## src/rtl/core/ovl_pkg.sv

```systemverilog
// Package for the ordered value list: request and response structs,
// command and status codes. No dependencies.
package ovl_pkg;

   localparam logic [1:0] CMD_APPEND = 2'd0;
   localparam logic [1:0] CMD_INSERT = 2'd1;
   localparam logic [1:0] CMD_REMOVE = 2'd2;
   localparam logic [1:0] CMD_READ   = 2'd3;

   localparam logic [2:0] ST_OK        = 3'd0;
   localparam logic [2:0] ST_FULL      = 3'd1;
   localparam logic [2:0] ST_EMPTY     = 3'd2;
   localparam logic [2:0] ST_NOT_FOUND = 3'd3;
   localparam logic [2:0] ST_RANGE     = 3'd4;

   typedef struct packed {
      logic [1:0]         cmd;
      logic signed [31:0] value;
      logic signed [31:0] target;
      logic [6:0]         index;
   } req_type;

   typedef struct packed {
      logic [2:0]         status;
      logic [7:0]         entry_count;
      logic signed [31:0] read_value;
      logic               is_empty;
      logic               is_full;
   } rsp_type;

endpackage

```

## src/rtl/core/ordered_value_list_unit.sv

```systemverilog
// Ordered value list top level: list memory with separate write and read ports, and its sequencer.
// Depends on ovl_pkg.
//
// Holds up to CAPACITY signed 32-bit values in one memory with one write and
// one registered read a cycle. A request is taken when start is high and busy
// is low; its single response appears on rsp_data for exactly one cycle with
// rsp_valid high and must be taken then, since the receiver cannot stall it.
// Append and rejected requests respond from the dispatch state, a read once
// its registered memory read is back. Insert and remove walk the memory once:
// a search through the entries up to the first match, then a shift of the
// entries behind it, one entry per cycle; an insert then writes its value
// after the match. A missing value ends the search with a not-found status.
// Busy stays high throughout.
// Entries are undefined until written; no clearing pass runs after reset.
module ordered_value_list_unit
   import ovl_pkg::*;
#(
   parameter int CAPACITY = 128
) (
   input  logic    clock,
   input  logic    reset,
   input  logic    start,
   output logic    busy,
   input  req_type req_data,
   output logic    rsp_valid,
   output rsp_type rsp_data
);

   localparam int AW = (CAPACITY > 1) ? $clog2(CAPACITY) : 1;
   localparam int CW = $clog2(CAPACITY + 1);
   localparam int XW = (CW > 7) ? CW : 7;
   localparam int OW = (CW > 8) ? CW : 8;

   typedef enum logic [5:0] {
      S_IDLE     = 6'b000001,
      S_DISPATCH = 6'b000010,
      S_SEARCH   = 6'b000100,
      S_SHIFT    = 6'b001000,
      S_PLACE    = 6'b010000,
      S_RDWAIT   = 6'b100000
   } state_type;

   state_type          state_ff, state_in;
   req_type            req_ff, req_in;
   logic [CW-1:0]      count_ff, count_in;
   logic [CW-1:0]      scan_ff, scan_in;
   logic [AW-1:0]      cmp_idx_ff, cmp_idx_in;
   logic [AW-1:0]      pos_ff, pos_in;
   logic [CW-1:0]      src_ff, src_in;
   logic [AW-1:0]      dst_ff, dst_in;
   logic               rd_pend_ff, rd_pend_in;
   logic [31:0]        key_ff, key_in;
   logic               rsp_valid_ff, rsp_valid_in;
   rsp_type            rsp_ff, rsp_in;

   logic [31:0]        mem [CAPACITY];
   logic [31:0]        rdata_ff;
   logic               we, re;
   logic [AW-1:0]      waddr, raddr;
   logic [31:0]        wdata;

   logic               fin;
   logic [2:0]         fin_status;
   logic [31:0]        fin_rd;
   logic               issue;
   logic [CW-1:0]      pos_plus;
   logic [XW-1:0]      idx_ext;
   logic [XW-1:0]      count_ext;
   logic [OW-1:0]      count_out;

   assign pos_plus  = CW'(pos_ff) + CW'(1);
   assign idx_ext   = XW'(req_ff.index);
   assign count_ext = XW'(count_ff);
   assign count_out = OW'(count_in);

   always_comb begin
      state_in     = state_ff;
      req_in       = req_ff;
      count_in     = count_ff;
      scan_in      = scan_ff;
      cmp_idx_in   = cmp_idx_ff;
      pos_in       = pos_ff;
      src_in       = src_ff;
      dst_in       = dst_ff;
      rd_pend_in   = 1'b0;
      key_in       = key_ff;
      rsp_valid_in = 1'b0;
      rsp_in       = rsp_ff;
      we           = 1'b0;
      waddr        = '0;
      wdata        = req_ff.value;
      re           = 1'b0;
      raddr        = '0;
      fin          = 1'b0;
      fin_status   = ST_OK;
      fin_rd       = '0;
      issue        = 1'b0;

      unique case (state_ff)
         S_IDLE: begin
            if (start) begin
               req_in   = req_data;
               state_in = S_DISPATCH;
            end
         end
         S_DISPATCH: begin
            scan_in = '0;
            unique case (req_ff.cmd)
               CMD_APPEND: begin
                  fin = 1'b1;
                  if (count_ff == CW'(CAPACITY)) begin
                     fin_status = ST_FULL;
                  end else begin
                     we       = 1'b1;
                     waddr    = count_ff[AW-1:0];
                     count_in = count_ff + CW'(1);
                  end
               end
               CMD_INSERT: begin
                  if (count_ff == CW'(CAPACITY)) begin
                     fin        = 1'b1;
                     fin_status = ST_FULL;
                  end else begin
                     key_in   = req_ff.target;
                     state_in = S_SEARCH;
                  end
               end
               CMD_REMOVE: begin
                  if (count_ff == '0) begin
                     fin        = 1'b1;
                     fin_status = ST_EMPTY;
                  end else begin
                     key_in   = req_ff.value;
                     state_in = S_SEARCH;
                  end
               end
               default: begin
                  if (idx_ext >= count_ext) begin
                     fin        = 1'b1;
                     fin_status = ST_RANGE;
                  end else begin
                     re       = 1'b1;
                     raddr    = idx_ext[AW-1:0];
                     state_in = S_RDWAIT;
                  end
               end
            endcase
         end
         S_SEARCH: begin
            // compare uses the data read in the cycle before
            if (rd_pend_ff && rdata_ff == key_ff) begin
               pos_in   = cmp_idx_ff;
               state_in = S_SHIFT;
               if (req_ff.cmd == CMD_INSERT) begin
                  src_in = count_ff - CW'(1);
               end else begin
                  src_in = CW'(cmp_idx_ff) + CW'(1);
               end
            end else if (scan_ff < count_ff) begin
               re         = 1'b1;
               raddr      = scan_ff[AW-1:0];
               rd_pend_in = 1'b1;
               cmp_idx_in = scan_ff[AW-1:0];
               scan_in    = scan_ff + CW'(1);
            end else begin
               fin        = 1'b1;
               fin_status = ST_NOT_FOUND;
            end
         end
         S_SHIFT: begin
            if (rd_pend_ff) begin
               we    = 1'b1;
               waddr = dst_ff;
               wdata = rdata_ff;
            end
            if (req_ff.cmd == CMD_INSERT) begin
               issue = src_ff > CW'(pos_ff);
            end else begin
               issue = src_ff < count_ff;
            end
            if (issue) begin
               re         = 1'b1;
               raddr      = src_ff[AW-1:0];
               rd_pend_in = 1'b1;
               if (req_ff.cmd == CMD_INSERT) begin
                  dst_in = AW'(src_ff + CW'(1));
                  src_in = src_ff - CW'(1);
               end else begin
                  dst_in = AW'(src_ff - CW'(1));
                  src_in = src_ff + CW'(1);
               end
            end else if (!rd_pend_ff) begin
               if (req_ff.cmd == CMD_INSERT) begin
                  state_in = S_PLACE;
               end else begin
                  count_in = count_ff - CW'(1);
                  fin      = 1'b1;
               end
            end
         end
         S_PLACE: begin
            we       = 1'b1;
            waddr    = pos_plus[AW-1:0];
            count_in = count_ff + CW'(1);
            fin      = 1'b1;
         end
         S_RDWAIT: begin
            fin    = 1'b1;
            fin_rd = rdata_ff;
         end
         default: begin
            state_in = S_IDLE;
         end
      endcase

      if (fin) begin
         state_in           = S_IDLE;
         rsp_valid_in       = 1'b1;
         rsp_in.status      = fin_status;
         rsp_in.entry_count = count_out[7:0];
         rsp_in.read_value  = fin_rd;
         rsp_in.is_empty    = (count_in == '0);
         rsp_in.is_full     = (count_in == CW'(CAPACITY));
      end
   end

   always_ff @(posedge clock) begin
      if (reset) begin
         state_ff     <= S_IDLE;
         count_ff     <= '0;
         rd_pend_ff   <= 1'b0;
         rsp_valid_ff <= 1'b0;
      end else begin
         state_ff     <= state_in;
         count_ff     <= count_in;
         rd_pend_ff   <= rd_pend_in;
         rsp_valid_ff <= rsp_valid_in;
      end
   end

   always_ff @(posedge clock) begin
      req_ff     <= req_in;
      scan_ff    <= scan_in;
      cmp_idx_ff <= cmp_idx_in;
      pos_ff     <= pos_in;
      src_ff     <= src_in;
      dst_ff     <= dst_in;
      key_ff     <= key_in;
      rsp_ff     <= rsp_in;
   end

   always_ff @(posedge clock) begin
      if (we) begin
         mem[waddr] <= wdata;
      end
      if (re) begin
         rdata_ff <= mem[raddr];
      end
   end

   assign busy      = (state_ff != S_IDLE);
   assign rsp_valid = rsp_valid_ff;
   assign rsp_data  = rsp_ff;

   a_one_rsp: assert property (@(posedge clock) disable iff (reset)
      rsp_valid |=> !rsp_valid)
      else $error("back-to-back responses");

   a_accept_busy: assert property (@(posedge clock) disable iff (reset)
      (start && !busy) |=> busy)
      else $error("accepted request did not raise busy");

   a_count_cap: assert property (@(posedge clock) disable iff (reset)
      count_ff <= CW'(CAPACITY))
      else $error("entry count above capacity");

   a_shift_pos: assert property (@(posedge clock) disable iff (reset)
      (state_ff == S_SHIFT) |-> (CW'(pos_ff) < count_ff))
      else $error("shift position beyond held entries");

endmodule

```

## config.mk

```make
export PLATFORM = sky130hd
export DESIGN_NAME = ordered_value_list_unit
export DESIGN_NICKNAME = d
export VERILOG_FILES = /design/src/rtl/core/ovl_pkg.sv /design/src/rtl/core/ordered_value_list_unit.sv
export SDC_FILE = /design/constraint.sdc
export NUM_CORES = 2
export LEC_CHECK = 0
export ABC_AREA = 0
export BUFFER_PORTS_ARGS = -buffer_cell sky130_fd_sc_hd__buf_2
export CAP_MARGIN = 20
export CORE_MARGIN = 5
export CORE_UTILIZATION = 40
export DETAILED_ROUTE_END_ITERATION = 8
export GPL_ROUTABILITY_DRIVEN = 0
export REMOVE_ABC_BUFFERS = 1
export SLEW_MARGIN = 10
export SYNTH_ARGS = -nofsm -noshare
export SYNTH_HDL_FRONTEND = slang
export SYNTH_SLANG_ARGS = --single-unit
```

## constraint.sdc

```tcl
create_clock -name clock -period 8.6 [get_ports clock]
set_clock_uncertainty 0.1 [all_clocks]
set_input_delay 0.86 -clock clock [delete_from_list [all_inputs] [get_ports clock]]
set_output_delay 0.86 -clock clock [all_outputs]
set_load 0.005 [all_outputs]
```

==> reports/summary.md <==
Broken down by cell family, the worst path's largest delay share belongs to simple AND/OR/NAND/NOR gates. The launch point of the critical path is rdata_ff[6]$_DFFE_PP_. For this block, the initial DRC count from the detailed router was 15.1k.

The run gives 0 as the number of endpoints with negative hold slack in the final report. Yosys printed 0 warnings. The tools report the via count of the first global-routing pass as 98.3k. The run gives 423,000 sq um as the core region area.

The clock insertion delay at the later pin of the skew report is 1.01 ns, and the number of cell rows is 239. The most common flop cell mapped by yosys was sky130_fd_sc_hd__edfxtp_1. Once the floorplan was initialized, standard cells occupied 40.1% of the core. For the final routed database, the setup TNS stands at 0 ns. The run gives 0 as the post-cts sizing count. Relative to the synthesized area, the layout overhead comes to 14.4%. In this run the post-CTS setup repair buffer count came out at 0.

Worst min-delay path class: in -> reg. A synthesized cell averages 14.6 sq um. The count of cells in the finished layout, fillers not included, comes to 18.0k. The count of state elements after synthesis was 4,331. The leakage power was 67.0 nW; the number of input and output port buffers inserted was 122. For the worst setup path, the data required time is 9.32 ns.

For this run, the top clock speed supported by timing is 134 MHz. In this run the deepest clock path goes through 4 buffers. The synthesized design devotes to its leading area cell type 76.4% of total area. For the total CTS buffers, the log shows 425. The worst setup path is captured at a register. The number of nets with antenna violations after routing was 0; the number of enable-type register cells in the synthesized netlist was 4,315. The cell taking the most area after synthesis is sky130_fd_sc_hd__edfxtp_1. In the final layout, the share of cells above drive strength 1 is 11.5%. Clock-pin slew was measured on the worst setup and hold paths at 0.06 ns. The areal power density over the cells came out at 235 nW/um^2.

Kind of start point of the critical path: a register. The die is 661 um tall. The run gives 0 as the max-slew violation total from the final report.

The final layout contains 12.1k nets. Across the run, the number of max-cap violations was 0. Synthesis handed over a netlist of 11.6k instances. The most common cell after layout, fill and taps aside was sky130_fd_sc_hd__edfxtp_1. Detailed placement finished with a half-perimeter wire length of 319 mm. Hold is met by 0.136 ns. In this run the tightest slew margin relative to its limit is 9.96%. Global routing used 23.9% of the available tracks across all layers.

The final reports fail on DRC. Ranked by total cell area, the synthesized netlist is headed by sky130_fd_sc_hd__edfxtp_1 (76%), sky130_fd_sc_hd__nand2_1 (6.1%), sky130_fd_sc_hd__mux2i_1 (3.6%), sky130_fd_sc_hd__nand3_1 (2.0%), sky130_fd_sc_hd__a32oi_1 (1.9%). For the count of pins on the block boundary, the log shows 123. The floorplan step defined a die boundary enclosing 437,000 sq um. For this run, the detailed router's first-pass iteration total came to 9. Entering global routing, the biggest net connects 166 pins. The number of placed instances, taps included, is 17.1k. The portion of the clock cycle consumed by the worst path in the final layout was 87.0%; the worst path arrival time was 8.20 ns. After synthesis the cells add up to 170,000 sq um.

The global-route wire length before repair was 754 mm. Startpoint of the lowest-slack hold path: reset. Dividing the detail-routed via count by the number of cells gives 5.88. The slew at the pin closest to its max-slew limit was 1.35 ns. Counting both buffers and inverters, the worst setup path holds a total of 3. Of the synthesized area, sequential elements account for 76.5%. Setup repair after global routing left no endpoint under its margin. The tree built by TritonCTS fans out to 4,331 sinks. The number of antenna violations at the first check in global routing came out at 55. TritonCTS built the clock tree. The fraction of registers with async set/reset came out at 0%.

Wires add up to 541 mm. IR analysis of the VDD net gives a maximum drop of 0.188 mV. The critical path goes through xor2_1 -> nor4_1 -> nand4b_1 -> or4_1 -> a211oi_4 -> buf_12 -> buf_4 -> buf_4 -> a21oi_1 -> a32oi_1 -> o22ai_1 -> nor3_1 -> nand3_1 -> nor3_1. Critical setup path kind: reg -> reg. Across all layers, the routed design uses 106k vias. The library cells used most frequently in the layout, excluding fill and tap cells, are sky130_fd_sc_hd__edfxtp_1 (4,315), sky130_fd_sc_hd__nand2_1 (2,707), sky130_fd_sc_hd__nand3_1 (670), sky130_fd_sc_hd__a21oi_1 (618), sky130_fd_sc_hd__mux2i_1 (612).

The slowest stage of the critical path is the sky130_fd_sc_hd__nor4_1 cell. CTS root buffer: sky130_fd_sc_hd__clkbuf_16. The smallest clock period supported by the final layout is computed as 7.48 ns. Largest stage delay on the critical path: 0.87 ns. The flow ran to the end, but the final reports show violations. Number of setup violations in the final report: 0. The worst register-to-register path begins at rdata_ff[6]$_DFFE_PP_. For this run, design rule violations remaining after detail routing come to 7. The count of distinct cell types in the synthesized netlist was 77; the H-tree depth reported by CTS was 5. The global route total overflow came out at 0.

From left edge to right edge, the die measures 661 um. After detailed routing, the average wire length per cell comes to 30.1 um. The critical-path maximum fanout was 54.
## layout make-up
type / count / area, sq um
inverters: 37 / 139
flip-flops and latches: 4331 / 130000
clock inverters: 247 / 2380
well taps: 5663 / 7090
diodes: 44 / 110
multi-input cells: 6500 / 38000
fillers: 36600 / 229000
clock buffers: 519 / 11100
repair buffers: 647 / 5470
## cells in the mapped netlist (42+ instances only)
cell type	number
sky130_fd_sc_hd__a21oi_1	619
sky130_fd_sc_hd__a221oi_1	101
sky130_fd_sc_hd__a22oi_1	90
sky130_fd_sc_hd__a31oi_1	142
sky130_fd_sc_hd__a32o_1	99
sky130_fd_sc_hd__a32oi_1	376
sky130_fd_sc_hd__and2_1	43
sky130_fd_sc_hd__buf_1	72
sky130_fd_sc_hd__buf_2	269
sky130_fd_sc_hd__buf_4	50
sky130_fd_sc_hd__clkbuf_1	332
sky130_fd_sc_hd__edfxtp_1	4315
sky130_fd_sc_hd__ha_1	42
sky130_fd_sc_hd__mux2i_1	612
sky130_fd_sc_hd__nand2_1	2747
sky130_fd_sc_hd__nand3_1	670
sky130_fd_sc_hd__nor2_1	267
sky130_fd_sc_hd__nor3_1	80
sky130_fd_sc_hd__nor4_1	61
sky130_fd_sc_hd__o22ai_1	135
sky130_fd_sc_hd__or4_1	69
## logic make-up (layout without fill, tap and decap cells)
family / count (synthesis) / in the layout / synth area share (%)
mux: 645 / 645 / 3.84
buf+inv: 763 / 1450 / 2.01
xor+xnor: 61 / 61 / 0.315
compound gates: 1699 / 1699 / 6.95
simple gates: 4053 / 4053 / 10.0
fa+ha+maj: 42 / 42 / 0.310
other cells: 0 / 44 / 0
flops: 4331 / 4331 / 76.5
## state kept, by name, summed over array words and instances, names as in the netlist
register	flops
cmp_idx_ff	7
count_ext	8
rsp_data	45
state_ff	6
mem	4096
req_ff	66
key_ff	32
rdata_ff	32
scan_ff	8
dst_ff	7
rd_pend_ff	1
idx_ext	7
src_ff	8
rsp_valid	1
pos_ff	7
## repair_timing
action	CTS	global route
endpoints found under the setup margin	0	0
hold buffers	73	0
hold endpoints to repair	73	0
## through the flow
step / setup WS [ns] / instance area, sq um / utilization (%) / power, mW
after floorplan: -57.34 / 166000 / - / 26.8
after global placement: 1.29 / 180000 / 42.5 / 27.7
after detailed placement: 1.35 / 180000 / 42.5 / 27.8
after CTS: 1.30 / 194000 / 45.9 / 45.8
after global routing: 1.19 / 194000 / 45.9 / 46.9
final: 1.12 / 194000 / 45.9 / 45.7
## path summary, 6_finish.rpt
kind,to,slack (ns),cells after the start
worst min-delay path,count_ext[7]$_SDFF_PP0_,0.14,2
worst max-delay path,rdata_ff[31]$_DFFE_PP_,1.12,14
worst min register to register,pos_ff[1]$_DFFE_PP_,0.43,0
worst max register to register,rdata_ff[31]$_DFFE_PP_,1.12,14
## power by group
group,leakage (nW),switching [mW],internal [mW]
registers,38.9,0.100,24.4
clock network,6.54,8.05,10.2
logic,21.6,2.40,0.454
## routing by layer
| layer | global-route usage [%] | routed length (um) | vias up |
|---|---|---|---|
| met1 | 33.1 | 212000 | 53900 |
| li1 | - | - | 45000 |
| met5 | 0.197 | 244 | - |
| met4 | 10.2 | 26900 | 18 |
| met2 | 36.7 | 245000 | 5878 |
| met3 | 5.04 | 57800 | 960 |
No activity file was read; power rests on OpenSTA's default activity.
